===== config.mk =====
export PLATFORM = sky130hd
export DESIGN_NAME = acmac_front
export DESIGN_NICKNAME = d
export VERILOG_FILES = /design/src/acmac_pkg.sv /design/src/acmac_front.sv
export SDC_FILE = /design/constraint.sdc
export NUM_CORES = 1
export LEC_CHECK = 0
export BUFFER_PORTS_ARGS = -buffer_cell sky130_fd_sc_hd__buf_2
export CAP_MARGIN = 10
export CORE_UTILIZATION = 40
export CTS_CLUSTER_DIAMETER = 40
export DETAILED_ROUTE_END_ITERATION = 16
export PLACE_DENSITY = 0.65
export SLEW_MARGIN = 15
export SYNTH_ARGS = -nofsm -noshare
export SYNTH_HDL_FRONTEND = slang
export SYNTH_SLANG_ARGS = --single-unit
export TNS_END_PERCENT = 50

===== constraint.sdc =====
create_clock -name clk -period 6.4 [get_ports clk]
set_clock_uncertainty 0.05 [all_clocks]
set_input_delay 0.32 -clock clk [delete_from_list [all_inputs] [get_ports clk]]
set_output_delay 0.32 -clock clk [all_outputs]
set_load 0.01 [all_outputs]

===== src/acmac_pkg.sv =====
// package: aes tables, block helpers and the queue entry type
package acmac_pkg;

  localparam int BlockW = 128;
  localparam int HalfW = 64;
  localparam int QueueDepth = 4;
  localparam int Rounds = 10;

  // queue entry: one block to encrypt and what to do with it
  typedef enum logic [1:0] {
    OP_CHAIN = 2'd0,
    OP_FINAL = 2'd1,
    OP_EMPTY = 2'd2,
    OP_NONE  = 2'd3
  } op_t;

  typedef struct packed {
    op_t                 op;
    logic [BlockW-1:0]   blk;
    logic                use_k1;
  } job_t;

  function automatic logic [7:0] sbox(input logic [7:0] a);
    logic [7:0] t [256];
    t = '{
      8'h63,8'h7c,8'h77,8'h7b,8'hf2,8'h6b,8'h6f,8'hc5,8'h30,8'h01,8'h67,8'h2b,8'hfe,8'hd7,8'hab,8'h76,
      8'hca,8'h82,8'hc9,8'h7d,8'hfa,8'h59,8'h47,8'hf0,8'had,8'hd4,8'ha2,8'haf,8'h9c,8'ha4,8'h72,8'hc0,
      8'hb7,8'hfd,8'h93,8'h26,8'h36,8'h3f,8'hf7,8'hcc,8'h34,8'ha5,8'he5,8'hf1,8'h71,8'hd8,8'h31,8'h15,
      8'h04,8'hc7,8'h23,8'hc3,8'h18,8'h96,8'h05,8'h9a,8'h07,8'h12,8'h80,8'he2,8'heb,8'h27,8'hb2,8'h75,
      8'h09,8'h83,8'h2c,8'h1a,8'h1b,8'h6e,8'h5a,8'ha0,8'h52,8'h3b,8'hd6,8'hb3,8'h29,8'he3,8'h2f,8'h84,
      8'h53,8'hd1,8'h00,8'hed,8'h20,8'hfc,8'hb1,8'h5b,8'h6a,8'hcb,8'hbe,8'h39,8'h4a,8'h4c,8'h58,8'hcf,
      8'hd0,8'hef,8'haa,8'hfb,8'h43,8'h4d,8'h33,8'h85,8'h45,8'hf9,8'h02,8'h7f,8'h50,8'h3c,8'h9f,8'ha8,
      8'h51,8'ha3,8'h40,8'h8f,8'h92,8'h9d,8'h38,8'hf5,8'hbc,8'hb6,8'hda,8'h21,8'h10,8'hff,8'hf3,8'hd2,
      8'hcd,8'h0c,8'h13,8'hec,8'h5f,8'h97,8'h44,8'h17,8'hc4,8'ha7,8'h7e,8'h3d,8'h64,8'h5d,8'h19,8'h73,
      8'h60,8'h81,8'h4f,8'hdc,8'h22,8'h2a,8'h90,8'h88,8'h46,8'hee,8'hb8,8'h14,8'hde,8'h5e,8'h0b,8'hdb,
      8'he0,8'h32,8'h3a,8'h0a,8'h49,8'h06,8'h24,8'h5c,8'hc2,8'hd3,8'hac,8'h62,8'h91,8'h95,8'he4,8'h79,
      8'he7,8'hc8,8'h37,8'h6d,8'h8d,8'hd5,8'h4e,8'ha9,8'h6c,8'h56,8'hf4,8'hea,8'h65,8'h7a,8'hae,8'h08,
      8'hba,8'h78,8'h25,8'h2e,8'h1c,8'ha6,8'hb4,8'hc6,8'he8,8'hdd,8'h74,8'h1f,8'h4b,8'hbd,8'h8b,8'h8a,
      8'h70,8'h3e,8'hb5,8'h66,8'h48,8'h03,8'hf6,8'h0e,8'h61,8'h35,8'h57,8'hb9,8'h86,8'hc1,8'h1d,8'h9e,
      8'he1,8'hf8,8'h98,8'h11,8'h69,8'hd9,8'h8e,8'h94,8'h9b,8'h1e,8'h87,8'he9,8'hce,8'h55,8'h28,8'hdf,
      8'h8c,8'ha1,8'h89,8'h0d,8'hbf,8'he6,8'h42,8'h68,8'h41,8'h99,8'h2d,8'h0f,8'hb0,8'h54,8'hbb,8'h16
    };
    return t[a];
  endfunction

  function automatic logic [7:0] xtime(input logic [7:0] b);
    return {b[6:0], 1'b0} ^ (b[7] ? 8'h1b : 8'h00);
  endfunction

  // byte i of a block, byte zero at the top
  function automatic logic [7:0] byte_of(input logic [BlockW-1:0] v, input int i);
    return v[BlockW-1-8*i -: 8];
  endfunction

  // one round less the key addition: subbytes, shiftrows, optional mixcolumns
  function automatic logic [BlockW-1:0] aes_round(input logic [BlockW-1:0] s,
                                                  input logic mix);
    logic [7:0] t [16];
    logic [7:0] a0, a1, a2, a3, al;
    logic [BlockW-1:0] o;
    for (int c = 0; c < 4; c++)
      for (int r = 0; r < 4; r++)
        t[r+4*c] = sbox(byte_of(s, r + 4*((c+r)%4)));
    if (mix) begin
      for (int c = 0; c < 4; c++) begin
        a0 = t[4*c]; a1 = t[4*c+1]; a2 = t[4*c+2]; a3 = t[4*c+3];
        al = a0 ^ a1 ^ a2 ^ a3;
        t[4*c]   = a0 ^ al ^ xtime(a0 ^ a1);
        t[4*c+1] = a1 ^ al ^ xtime(a1 ^ a2);
        t[4*c+2] = a2 ^ al ^ xtime(a2 ^ a3);
        t[4*c+3] = a3 ^ al ^ xtime(a3 ^ a0);
      end
    end
    for (int i = 0; i < 16; i++)
      o[BlockW-1-8*i -: 8] = t[i];
    return o;
  endfunction

  // next round key from the previous one
  function automatic logic [BlockW-1:0] next_key(input logic [BlockW-1:0] k,
                                                 input logic [7:0] rc);
    logic [31:0] w0, w1, w2, w3, g;
    w0 = k[127:96]; w1 = k[95:64]; w2 = k[63:32]; w3 = k[31:0];
    g = {sbox(w3[23:16]) ^ rc, sbox(w3[15:8]), sbox(w3[7:0]), sbox(w3[31:24])};
    w0 = w0 ^ g; w1 = w1 ^ w0; w2 = w2 ^ w1; w3 = w3 ^ w2;
    return {w0, w1, w2, w3};
  endfunction

  function automatic logic [BlockW-1:0] dbl(input logic [BlockW-1:0] v);
    return {v[BlockW-2:0], 1'b0} ^ (v[BlockW-1] ? 128'h87 : 128'h0);
  endfunction

endpackage


===== src/acmac_front.sv =====
// front end: gathers bytes into blocks and queues block jobs
module acmac_front (
  input  logic                clk,
  input  logic                rst,
  input  logic                in_valid,
  output logic                in_stall,
  input  logic [7:0]          data_byte,
  input  logic                last_byte,
  input  logic                empty_message,
  output acmac_pkg::job_t     job,
  output logic                job_push,
  input  logic                job_full
);
  import acmac_pkg::*;

  logic [BlockW-1:0] buffer;
  logic [3:0]        count;
  logic [BlockW-1:0] merged;
  logic              take;

  assign in_stall = job_full;
  assign take = in_valid && !in_stall;

  // insert the byte and, for a short final block, the pad marker
  always_comb begin
    merged = buffer;
    merged[BlockW-1-8*count -: 8] = data_byte;
    if (last_byte && count != 4'd15)
      merged[BlockW-1-8*(count+5'd1) -: 8] = 8'h80;
  end

  always_comb begin
    job = '{op: OP_NONE, blk: merged, use_k1: (count == 4'd15)};
    job_push = 1'b0;
    if (take) begin
      if (empty_message) begin
        job.op = OP_EMPTY;
        job.blk = {8'h80, 120'h0};
        job.use_k1 = 1'b0;
        job_push = 1'b1;
      end else if (last_byte) begin
        job.op = OP_FINAL;
        job_push = 1'b1;
      end else if (count == 4'd15) begin
        job.op = OP_CHAIN;
        job_push = 1'b1;
      end
    end
  end

  // block gathering
  always_ff @(posedge clk) begin
    if (rst) begin
      count <= '0;
      buffer <= '0;
    end else if (take) begin
      if (empty_message || last_byte || count == 4'd15) begin
        count <= '0;
        buffer <= '0;
      end else begin
        count <= count + 4'd1;
        buffer <= merged;
      end
    end
  end

endmodule


### After elaboration in Yosys (flattened, before gate mapping)

Index checks and enable logic that the tools add are counted.

* output and inout port bits: 133
* latch bits: 0
* bits in read-only memories: 0
* memories kept: 0
* memory bits (writable): 0
* register bits after elaboration: 132

* shifts and indexed selects: 4
* reductions and logical operators: 5
* bitwise operators: 0
* multiplexer cells: 14
* add/subtract/negate cells: 6
* equality and inequality tests: 2
* multipliers: 0
* magnitude comparators: 0
* div/mod/pow operators: 0

Operator list (number)
* $shift 8x34->135 const A: 2
* $bwmux 128: 2
* $mux 128: 2
* $shiftx 8x34->135: 1
* $shiftx 8x34->135 const A: 1
* $mux 131: 1
* $mux 129: 1
* $neg 32->34: 2
* $sub 7x8->9 const A: 1
* $sub 7x7->8 const A: 1
* $mux 2: 3
* $add 4x1->5 const B: 1
* $add 4x1->4 const B: 1
* $eq 4x4->1 const B: 1
* $mux 1: 4
* $mux 4: 1
* $ne 4x4->1 const B: 1
* $logic_and 1x1->1: 2
* $logic_or 1x1->1: 2
* $logic_not 1->1: 1

### Longest topological paths before layout

* depth after elaboration: 8
* depth in mapped cells: 11

### Least setup slack after synthesis

No wires, ideal clock.

* path type: register to output
* from: register count[2]
* to: output port job[72] (netlist bit)
* stages on the path, launching flop included: 10
* arrival: 2.208 ns
* data required time: 6.030 ns
* slack: 3.822 ns
* path buffers: 3
* path through: dfxtp_1 > clkbuf_1 > buf_2 > buf_2 > inv_1 > ha_1 > nor2b_1 > nand3_1 > o31a_1 > a21oi_1

RTL lines
* start, declared: RTL line acmac_front.sv:17 `logic [3:0] count;`
* start signal, assigned: RTL line acmac_front.sv:61 `count <= count + 4'd1;`
* end, declared: RTL line acmac_front.sv:10 `output acmac_pkg::job_t job,`

==> flow_summary.toml <==
[cts]
numCtsBuffers = 17
cts_tree = "built"
cts_resized = 0
clkLatencyLatePin_ns = 0.43
clockBufferDepth = 2
cts_max_level = 4
post-cts-setup-buffers = 0
ctsHoldBuffers = 0
clkTransAtPathRegs_ns = 0.06
cts.root.buffer_cell = "clkbuf_16"
clock-sinks = 132

[timing]
setup_viol = 0
whs_ns = 0.337
fmax_mhz = 241
slew_violations = 0
rsz0062_at_grt = "false"
tns_ns = 0
worstMarginPinSlew_ns = 1.01
min_period_ns = 4.14
hold_viol = 0
slew_headroom_pct = 32.8
post-route-period-util_pct = 64.7

[floorplanning]
fp.dieH_um = 135
dieWidth_um = 135
rows = 48
core_mm2 = 0.0173
start_util_pct = 40.9
ioPinCount = 147
die_area_mm2 = 0.0182

[setup_path]
start_kind = "flop"
cp_slowest_cell = "dfxtp_1"
slowest_delay_ns = 0.91
end_kind = "output pin"
timing.rr.start = "count[2]"
crit_required_ns = 6.03
path_delay_family = "flip-flops"
crit_chain = "and3_1 -> mux2i_1 -> o21ai_1 -> a21oi_1 -> buf_2"
critical_path.startpoint = "count[2]"
path_buf_inv = 1
cp_max_fo = 29
crit_arrival_ns = 3.77
critPathKind = "reg -> out"

[drt]
wire_per_inst_um = 18.9
top_layer_used = "met5"
vias = 7597
wl_met3_um = 2020
drtPass1Iterations = 5
drt-total-wl_um = 24500
wl_met2_um = 10800
viasPerCell = 5.84
wl_met1_um = 11100
ant_nets = 0
drt_iter0_drc = 746
drc = 0

[yosys]
synth_edf_count = 0
ys_async_sr_fraction_pct = 0
synth-seq-cells = 132
netlist_area_mm2 = 0.00708
synth_nets = 986
ys_seq_area_share_pct = 37.3
synth_cell_types = 54
avgSynthCellArea_um2 = 7.32
syn_inst = 966
yosysWarnings = 0
synth_flop_cell = "dfxtp_1"

[finish]
fin_nets = 1082
areaGrowthSynthToFinish_pct = 20.0
fin_cells = 1300
num_antenna_cells = 0
final_common_cell = "nand2_1"
layout_common_cells = "nand2_1 (233), buf_2 (146), dfxtp_1 (132)"
drive_above_1_share_pct = 18.9
final_area_mm2 = 0.00849

[min_path]
hold_class = "in -> reg"
min-delay-start = "rst"

[placement]
placed_cells = 1268
dpl.hpwl_um = 15900
gp_congestion = 0.803
io_buffers = 146
place_area_mm2 = 0.00783

[power_and_ir_drop]
p_leak_nw = 3.32
ir_drop_mv = 0.195
p_total_w = 0.00206
p_per_area_mw_per_mm2 = 243

[global_route]
overflow = 0
grt_max_degree = 42
grt_pass1_wl_um = 37700
antenna_found_initial = 1
grt_pass1_vias = 6754
grtUsageTotal_pct = 26.9

[outcome]
outcome = "finished, final reports clean"

[run]
drv_cap = 0
-- layer usage --
layer  track usage [%]  vias to the layer above
met5                 0                        -
met4              9.74                        2
met3              6.23                       52
met2              40.2                      342
met1              37.6                     3547
li1                  -                     3654
-- final timing paths --
path / endpoint / slack (ns) / cells past startpoint
max: job[116] / 2.26 / 5
min: count[1] / 0.34 / 2
min reg2reg: buffer[9] / 0.41 / 2
max reg2reg: buffer[111] / 3.25 / 4
-- sequential cells by signal (all words and copies together), names as in the netlist --
signal / flops
count: 4
buffer: 128
-- worst register-to-register path: cells and delay by family, from the launching register on --
family          cells  cell delay [ns]
compound gates      2             0.41
flops               1             0.91
mux                 1             0.82
simple gates        1             0.82
-- cell type report --
class                   instances  area (um2)
fillers                      1748        8800
multi-input cells             754        4110
flip-flops and latches        132        2640
repair buffers                151         768
clock buffers                  19         433
well taps                     225         282
clock inverters                13         231
inverters                       6        22.5
-- synth_stat cells (2+ instances only) --
| cell | n | share of area [%] |
|---|---|---|
| o21ai_0 | 72 | 5.1 |
| clkbuf_1 | 52 | 2.8 |
| and2_1 | 15 | 1.3 |
| nor3b_2 | 2 | 0.35 |
| dfxtp_1 | 132 | 37 |
| o32ai_2 | 8 | 1.8 |
| inv_1 | 6 | 0.32 |
| nor3_2 | 2 | 0.28 |
| o21ai_2 | 3 | 0.37 |
| buf_2 | 10 | 0.71 |
| nand2_1 | 233 | 12 |
| nor3_1 | 3 | 0.21 |
| mux2i_1 | 3 | 0.42 |
| nor2_1 | 31 | 1.6 |
| a21oi_1 | 114 | 8.1 |
| buf_1 | 9 | 0.48 |
| ha_1 | 6 | 1.1 |
| o2bb2ai_1 | 28 | 3.5 |
| buf_4 | 2 | 0.21 |
| a32oi_1 | 2 | 0.25 |
| nand3_1 | 110 | 7.8 |
| a32o_1 | 4 | 0.57 |
| nor2b_1 | 9 | 0.80 |
| a22o_1 | 31 | 3.8 |
| a31oi_1 | 4 | 0.35 |
| a311oi_1 | 2 | 0.25 |
| and3_1 | 4 | 0.35 |
| and4b_1 | 2 | 0.28 |
| a22oi_1 | 15 | 1.6 |
| o221ai_1 | 2 | 0.25 |
| nand2b_1 | 3 | 0.27 |
| o211ai_1 | 3 | 0.32 |
| a2bb2oi_1 | 6 | 0.74 |
| nand4_1 | 2 | 0.18 |
| o21ai_1 | 12 | 0.85 |
| xnor2_1 | 2 | 0.25 |
| and2_0 | 2 | 0.18 |
| and3b_1 | 4 | 0.50 |
-- cell families after synthesis --
logic type      Yosys count  share of synthesized area (%)
buf+inv                  80                           4.63
mux                       3                          0.424
simple gates            427                           27.1
xor+xnor                  2                          0.248
flops                   132                           37.3
compound gates          316                           29.1
fa+ha+maj                 6                           1.06
-- stage by stage --
step / worst slack [ns] / utilization, %
after floorplan: 3.82 / -
after global placement: 2.92 / 45.3
after detailed placement: 2.80 / 45.3
after CTS: 2.32 / 49.1
after global routing: 2.11 / 49.1
final: 2.26 / 49.1
-- power by group --
| group | internal, W | switching (W) | total (W) |
|---|---|---|---|
| clock network | 0.000730 | 0.000381 | 0.00111 |
| registers | 0.000823 | 0.00000118 | 0.000824 |
| logic | 0.0000247 | 0.0000993 | 0.000124 |
| total | 0.00158 | 0.000482 | 0.00206 |
No activity file was read; power rests on OpenSTA's default activity.
