`src/acmac_pkg.sv`:
```
// package: aes tables, block helpers and the queue entry type
package acmac_pkg;

  localparam int BlockW = 128;
  localparam int HalfW = 64;
  localparam int QueueDepth = 4;
  localparam int Rounds = 10;

  // queue entry: one block to encrypt and what to do with it
  typedef enum logic [1:0] {
    OP_CHAIN = 2'd0,
    OP_FINAL = 2'd1,
    OP_EMPTY = 2'd2,
    OP_NONE  = 2'd3
  } op_t;

  typedef struct packed {
    op_t                 op;
    logic [BlockW-1:0]   blk;
    logic                use_k1;
  } job_t;

  function automatic logic [7:0] sbox(input logic [7:0] a);
    logic [7:0] t [256];
    t = '{
      8'h63,8'h7c,8'h77,8'h7b,8'hf2,8'h6b,8'h6f,8'hc5,8'h30,8'h01,8'h67,8'h2b,8'hfe,8'hd7,8'hab,8'h76,
      8'hca,8'h82,8'hc9,8'h7d,8'hfa,8'h59,8'h47,8'hf0,8'had,8'hd4,8'ha2,8'haf,8'h9c,8'ha4,8'h72,8'hc0,
      8'hb7,8'hfd,8'h93,8'h26,8'h36,8'h3f,8'hf7,8'hcc,8'h34,8'ha5,8'he5,8'hf1,8'h71,8'hd8,8'h31,8'h15,
      8'h04,8'hc7,8'h23,8'hc3,8'h18,8'h96,8'h05,8'h9a,8'h07,8'h12,8'h80,8'he2,8'heb,8'h27,8'hb2,8'h75,
      8'h09,8'h83,8'h2c,8'h1a,8'h1b,8'h6e,8'h5a,8'ha0,8'h52,8'h3b,8'hd6,8'hb3,8'h29,8'he3,8'h2f,8'h84,
      8'h53,8'hd1,8'h00,8'hed,8'h20,8'hfc,8'hb1,8'h5b,8'h6a,8'hcb,8'hbe,8'h39,8'h4a,8'h4c,8'h58,8'hcf,
      8'hd0,8'hef,8'haa,8'hfb,8'h43,8'h4d,8'h33,8'h85,8'h45,8'hf9,8'h02,8'h7f,8'h50,8'h3c,8'h9f,8'ha8,
      8'h51,8'ha3,8'h40,8'h8f,8'h92,8'h9d,8'h38,8'hf5,8'hbc,8'hb6,8'hda,8'h21,8'h10,8'hff,8'hf3,8'hd2,
      8'hcd,8'h0c,8'h13,8'hec,8'h5f,8'h97,8'h44,8'h17,8'hc4,8'ha7,8'h7e,8'h3d,8'h64,8'h5d,8'h19,8'h73,
      8'h60,8'h81,8'h4f,8'hdc,8'h22,8'h2a,8'h90,8'h88,8'h46,8'hee,8'hb8,8'h14,8'hde,8'h5e,8'h0b,8'hdb,
      8'he0,8'h32,8'h3a,8'h0a,8'h49,8'h06,8'h24,8'h5c,8'hc2,8'hd3,8'hac,8'h62,8'h91,8'h95,8'he4,8'h79,
      8'he7,8'hc8,8'h37,8'h6d,8'h8d,8'hd5,8'h4e,8'ha9,8'h6c,8'h56,8'hf4,8'hea,8'h65,8'h7a,8'hae,8'h08,
      8'hba,8'h78,8'h25,8'h2e,8'h1c,8'ha6,8'hb4,8'hc6,8'he8,8'hdd,8'h74,8'h1f,8'h4b,8'hbd,8'h8b,8'h8a,
      8'h70,8'h3e,8'hb5,8'h66,8'h48,8'h03,8'hf6,8'h0e,8'h61,8'h35,8'h57,8'hb9,8'h86,8'hc1,8'h1d,8'h9e,
      8'he1,8'hf8,8'h98,8'h11,8'h69,8'hd9,8'h8e,8'h94,8'h9b,8'h1e,8'h87,8'he9,8'hce,8'h55,8'h28,8'hdf,
      8'h8c,8'ha1,8'h89,8'h0d,8'hbf,8'he6,8'h42,8'h68,8'h41,8'h99,8'h2d,8'h0f,8'hb0,8'h54,8'hbb,8'h16
    };
    return t[a];
  endfunction

  function automatic logic [7:0] xtime(input logic [7:0] b);
    return {b[6:0], 1'b0} ^ (b[7] ? 8'h1b : 8'h00);
  endfunction

  // byte i of a block, byte zero at the top
  function automatic logic [7:0] byte_of(input logic [BlockW-1:0] v, input int i);
    return v[BlockW-1-8*i -: 8];
  endfunction

  // one round less the key addition: subbytes, shiftrows, optional mixcolumns
  function automatic logic [BlockW-1:0] aes_round(input logic [BlockW-1:0] s,
                                                  input logic mix);
    logic [7:0] t [16];
    logic [7:0] a0, a1, a2, a3, al;
    logic [BlockW-1:0] o;
    for (int c = 0; c < 4; c++)
      for (int r = 0; r < 4; r++)
        t[r+4*c] = sbox(byte_of(s, r + 4*((c+r)%4)));
    if (mix) begin
      for (int c = 0; c < 4; c++) begin
        a0 = t[4*c]; a1 = t[4*c+1]; a2 = t[4*c+2]; a3 = t[4*c+3];
        al = a0 ^ a1 ^ a2 ^ a3;
        t[4*c]   = a0 ^ al ^ xtime(a0 ^ a1);
        t[4*c+1] = a1 ^ al ^ xtime(a1 ^ a2);
        t[4*c+2] = a2 ^ al ^ xtime(a2 ^ a3);
        t[4*c+3] = a3 ^ al ^ xtime(a3 ^ a0);
      end
    end
    for (int i = 0; i < 16; i++)
      o[BlockW-1-8*i -: 8] = t[i];
    return o;
  endfunction

  // next round key from the previous one
  function automatic logic [BlockW-1:0] next_key(input logic [BlockW-1:0] k,
                                                 input logic [7:0] rc);
    logic [31:0] w0, w1, w2, w3, g;
    w0 = k[127:96]; w1 = k[95:64]; w2 = k[63:32]; w3 = k[31:0];
    g = {sbox(w3[23:16]) ^ rc, sbox(w3[15:8]), sbox(w3[7:0]), sbox(w3[31:24])};
    w0 = w0 ^ g; w1 = w1 ^ w0; w2 = w2 ^ w1; w3 = w3 ^ w2;
    return {w0, w1, w2, w3};
  endfunction

  function automatic logic [BlockW-1:0] dbl(input logic [BlockW-1:0] v);
    return {v[BlockW-2:0], 1'b0} ^ (v[BlockW-1] ? 128'h87 : 128'h0);
  endfunction

endpackage

```
`src/acmac_queue.sv`:
```
// small fifo of block jobs between front and back
module acmac_queue #(
  parameter int Depth = acmac_pkg::QueueDepth
) (
  input  logic            clk,
  input  logic            rst,
  input  logic            push,
  input  acmac_pkg::job_t wdata,
  output logic            full,
  input  logic            pop,
  output acmac_pkg::job_t rdata,
  output logic            not_empty
);
  import acmac_pkg::*;

  localparam int AW = (Depth > 1) ? $clog2(Depth) : 1;

  job_t            mem [Depth];
  logic [AW-1:0]   wptr, rptr;
  logic [AW:0]     fill;

  assign full = (fill == (AW+1)'(Depth));
  assign not_empty = (fill != '0);
  assign rdata = mem[rptr];

  // storage
  always_ff @(posedge clk) begin
    if (push && !full) mem[wptr] <= wdata;
  end

  // pointers and fill level
  always_ff @(posedge clk) begin
    if (rst) begin
      wptr <= '0;
      rptr <= '0;
      fill <= '0;
    end else begin
      if (push && !full)
        wptr <= (wptr == AW'(Depth-1)) ? '0 : wptr + 1'b1;
      if (pop && not_empty)
        rptr <= (rptr == AW'(Depth-1)) ? '0 : rptr + 1'b1;
      fill <= fill + (AW+1)'(push && !full) - (AW+1)'(pop && not_empty);
    end
  end

  assert property (@(posedge clk) disable iff (rst) full |-> !not_empty == 1'b0)
    else $error("queue full yet empty");
  assert property (@(posedge clk) disable iff (rst)
    (!push && !pop) |=> $stable(fill))
    else $error("fill moved without traffic");
  assert property (@(posedge clk) disable iff (rst) fill <= (AW+1)'(Depth))
    else $error("fill beyond depth");

endmodule

```
`config.mk`:
```
export PLATFORM = sky130hd
export DESIGN_NAME = acmac_queue
export DESIGN_NICKNAME = d
export VERILOG_FILES = /design/src/acmac_pkg.sv /design/src/acmac_queue.sv
export SDC_FILE = /design/constraint.sdc
export NUM_CORES = 1
export LEC_CHECK = 0
export BUFFER_PORTS_ARGS = -buffer_cell sky130_fd_sc_hd__buf_2
export CORE_MARGIN = 3
export CORE_UTILIZATION = 57
export DETAILED_ROUTE_END_ITERATION = 6
export GPL_ROUTABILITY_DRIVEN = 0
export GPL_TIMING_DRIVEN = 0
export PLACE_DENSITY_LB_ADDON = 0.1
export SKIP_LAST_GASP = 1
export SYNTH_ARGS = -nofsm -noshare
export SYNTH_HDL_FRONTEND = slang
export SYNTH_SLANG_ARGS = --single-unit
```
`constraint.sdc`:
```
create_clock -name clk -period 3.4 [get_ports clk]
set_clock_uncertainty 0.05 [all_clocks]
set_input_delay 0.51 -clock clk [delete_from_list [all_inputs] [get_ports clk]]
set_output_delay 0.51 -clock clk [all_outputs]
set_load 0.01 [all_outputs]
```
* Word-level counts from Yosys, hierarchy flattened
Memory sizes are Yosys's and may differ from the RTL's. A register that Yosys moved wholly into a read port is not among the register bits.
Cells that the tools add are included.
Widths: inputs -> output; s select.
** Cells by class
- $add $sub $neg :: 4
- Eq/ne operators :: 3
- Multiplexer cells :: 6
- Reduce and logical (&&, ||, !) cells :: 4
** Operator list (number)
- $mux 2 :: 4
- $add 2x1->2 const B :: 2
- $eq 2x2->1 const B :: 2
- $add 3x1->3 :: 1
- $eq 3x3->1 const B :: 1
- $reduce_bool 3->1 :: 1
- $sub 3x1->3 :: 1
- $logic_and 1x1->1 :: 2
- $mux 1 :: 2
- $logic_not 1->1 :: 1
** Storage, ports and cells
- Bits in registers :: 7
- Memory bits (writable) :: 524
- Word-level logic and storage cells :: 21
- Memories :: 1
** Memories
- mem :: depth 4, bits a word 131, rd ports 1, clocked after Yosys merged registers in 1, write ports 1, line acmac_queue.sv:18 : job_t mem [Depth];

* Longest topological paths before layout
- Depth in word-level cells :: 5
- Mapped depth :: 12
- Mapped depth without buffers :: 11

* Least setup slack after synthesis
No wires, ideal clock.
- Path kind :: register to register
- Start point :: register fill[1]
- End point :: memory mem[0][0] in the netlist's numbering (enable)
- Library setup time :: 432 ps
- Arrival :: 2332 ps
- Slack :: 585 ps
- Cell stages (with the launch flop) :: 4
- Clock period less this slack :: 2815 ps
- Cell sequence :: dfxtp_1 > or3b_1 > clkbuf_2 > and3_2
** Between the ends
- Cells in the longest elaborated chain, start to end :: 5
** Ends and longest elaborated chain
- from (decl) :: line acmac_queue.sv:20 : logic [AW:0] fill;
- from (signal assigned) :: line acmac_queue.sv:42 : fill <= fill + (AW+1)'(push && !full) - (AW+1)'(pop && not_empty);
- $eq 3x3->1 :: line acmac_queue.sv:22 : assign full = (fill == (AW+1)'(Depth));
- $logic_not 1->1 :: line acmac_queue.sv:28 : if (push && !full) mem[wptr] <= wdata;
- $logic_and 1x1->1 :: line acmac_queue.sv:28
- $mux 1 :: line acmac_queue.sv:28
- $mux 1 (implied by the code) :: line acmac_queue.sv:28
- to (decl) :: line acmac_queue.sv:18
Every way passes these cells.

==> impl_results.md <==
* Outcome: complete, no violations
* Crit-path cells: clkbuf_1 > buf_2 > buf_2 > mux4_2 > buf_2
* Area growth, synth to finish at 19.2%
* Max VDD drop at 0.597 mV
* Cell count after synthesis at between 700 and 800
* Count of different cell masters after synthesis at 28
* Fin. Hold Viols at 0
* Hold Path Depth at 1
* Worst EP arrival at 2.35 ns
* Worst path max stage delay at 0.38 ns
* Setup violations, final at 0
* Final core occ at a little over two thirds
* Ranking of synthesized cells by area: edfxtp_1 (81%), mux4_2 (15%), dfxtp_1 (0.93%)
* Worst slew margin at 41.2%
* Crit path top cell by count: buf_2
* Pre-CTS WS at 0.783 ns
* Total overflow reported by the global router at 0
* GRT Overall Usage at between 20 and 25%
* Hold path endpoint: mem[0][126]
* CTS tree: built
* Pwr Density at 748 mW/mm^2
* Initial core utilization at 58.7%
* Metal1 wirelength at 14000 um
* Fill cells at 2051
* Lkg Pwr at 7.81 nW
* Post-Synth XOR/XNOR Area at 0.0452%
* Max cap viols at 0
* H-tree level count at 2
* Largest net degree at the start of global routing at 57
* Most common cell after layout, fill and taps aside: edfxtp_1
* Initial antenna violation count at 8
* Initial DRT Pass Iterations at 4
* Vias at 8752
* Syn nets at 879
* Port buffer count at 266
* Fin cells at 1551
* Cells on worst reg2reg path at 12
* Layout cells sized above 1 at a little under half
* Mux share of post-synthesis cell area at 15.3%
* Largest family of logic cells by synthesized area: multiplexers
* Adder-cell share of the synthesized area at 0.555%
* Clk slew on worst S/H paths at 0.06 ns
* FMAX at 343 MHz
* Routed Antenna Nets at 0
* Max Root-Sink Buffers at 3
* Largest area contributor in the netlist: edfxtp_1
* DR WL/cell at 23.2 um
* Setup slack after layout at 0.488 ns
* Largest fanout on the critical path at 10
* First-pass GRT wire length at 54800 um
* RSZ-0062 raised after global routing: no
* Post-synthesis simple-gate area fraction at 0.561%
* Most frequent cells in the layout: edfxtp_1 (524), buf_2 (282), mux4_2 (131)
* Vias in the first global route at 9296
* Drc violations at 0
* Syn Std Cell Area at 0.0194 mm^2
* Post-layout min period at 2.91 ns
* Avg Cell Area, Syn at 26.3 um^2
* Placed insts at 1453
* Die Wd at ~190 um
* Hold WS at around 0.11 ns
* Slew Viols, Final at 0
* I/O pin total at between 200 and 300
* Design area at 0.0231 mm^2
* Worst path required time at 2.84 ns
* Skew-Pair Late Insertion Delay at 0.56 ns
* Via/cell ratio at approximately 5.6
* Die Footprint at ~0.036 mm^2
* Endpoint class of the critical path: primary output
* Core footprint at 0.0330 mm^2
* Top Metal Used: met5
* CTS buffer count at 52
* Kind of critical path: reg2out
* Complex-gate fraction of the synthesized area at less than 1%
* Nets at 1208
* R2r setup slk at 0.78 ns
* Fin crit share at between 80 and 90%
* CP startpoint kind: flip-flop
* Number of synthesized register bits at 533
* Post-synthesis sequential area ratio at between 80% and 90%
* CTS root buffer: clkbuf_16
* Synth top area share at between 80% and 90%
* Initial drt markers at approximately 640
* DIE HEIGHT at 190 um
* Least-Margin Pin Slew at 0.882 ns
* Origin of the critical flop-to-flop path: fill[1]
* Min-Delay Startpoint: wdata[126]
* Routed wire length at 36000 um
* Met2 wire length at 18200 um
* Hold buffer count at CTS at 0
* DP HPWL at 22300 um
* Cts repair resizes at 0
* Number of setup buffers added after CTS at 0
* Reg-to-reg endpoint: fill[2]
* Crit-path slowest cell: buf_2
* DP Area at 0.0215 mm^2
* Routed wl met3 at 2900 um
* Rows at 66
* Yosys Warn Count at 0
* Worst min path class: in2reg
* Clock sinks at roughly 530
[area by class of cell]
| class | instances | area [um^2] | share of cell area, % |
|---|---|---|---|
| antenna | 6 | 15.0 | 0.0649 |
| timing repair buffer | 275 | 1560 | 6.77 |
| clock inverter | 30 | 223 | 0.963 |
| tap | 442 | 553 | 2.39 |
| sequential | 533 | 15900 | 68.8 |
| inverter | 7 | 26.3 | 0.114 |
| buffer | 32 | 224 | 0.969 |
| multi-input combinational | 164 | 3240 | 14.0 |
| clock buffer | 62 | 1360 | 5.88 |
[metal layers]
layer,up-vias,global-route usage [%]
met5,-,0
met4,6,5.81
met3,58,6.21
met2,263,33.0
met1,4567,26.8
li1,3858,-
[cells in the mapped netlist, drive strengths merged]
library cell / count
edfxtp: 524
mux4: 131
buf: 28
dfxtp: 9
ha: 7
inv: 7
and3: 4
clkbuf: 4
nor2: 3
a21oi: 2
and2: 2
nand3: 2
nor3: 2
o31ai: 2
or3: 2
a21o: 1
fa: 1
mux2i: 1
nand2: 1
nor2b: 1
or3b: 1
xor2: 1
[how the worst max path moves through the flow]
stage,cells after the start,startpoint,endpoint,slack [ns]
floorplan,3,fill[1],mem[0][0],0.59
global placement,3,fill[1],mem[3][90],-0.71
detailed placement,12,fill[1],fill[2],0.78
CTS,5,flip-flop,rdata[67],0.42
global route,5,flip-flop,rdata[67],0.38
finish,5,flip-flop,rdata[67],0.49
[where the power goes]
part	internal (mW)	switching, mW
Clock	3.07	2.27
Combinational	1.79	1.99
Sequential	8.03	0.159
[logic make-up (layout without fill, tap and decap cells)]
family | Yosys count | count (layout)
flops | 533 | 533
mux | 132 | 132
buf+inv | 39 | 406
simple gates | 18 | 18
fa+ha+maj | 8 | 8
compound gates | 5 | 5
xor+xnor | 1 | 1
other cells | 0 | 6
[sequential cells by signal, summed over array words and instances (netlist names), named ones only]
signal  cells
mem       524
rptr        2
fill        3
wptr        2
[metrics by stage]
stage | power (mW) | setup TNS, ns
after floorplan | 10.7 | 0
after global placement | 12.1 | -359.25
after detailed placement | 12.2 | 0
after CTS | 17.6 | 0
after global routing | 18.1 | 0
final | 17.3 | 0
[worst max-delay path, delay by kind of cell (launching register included)]
family	cells	cell delay, ns
buffers and inverters	4	1.11
flip-flops	1	0.31
multiplexers	1	0.37
Note: power is estimated with default switching activity, not from simulation.
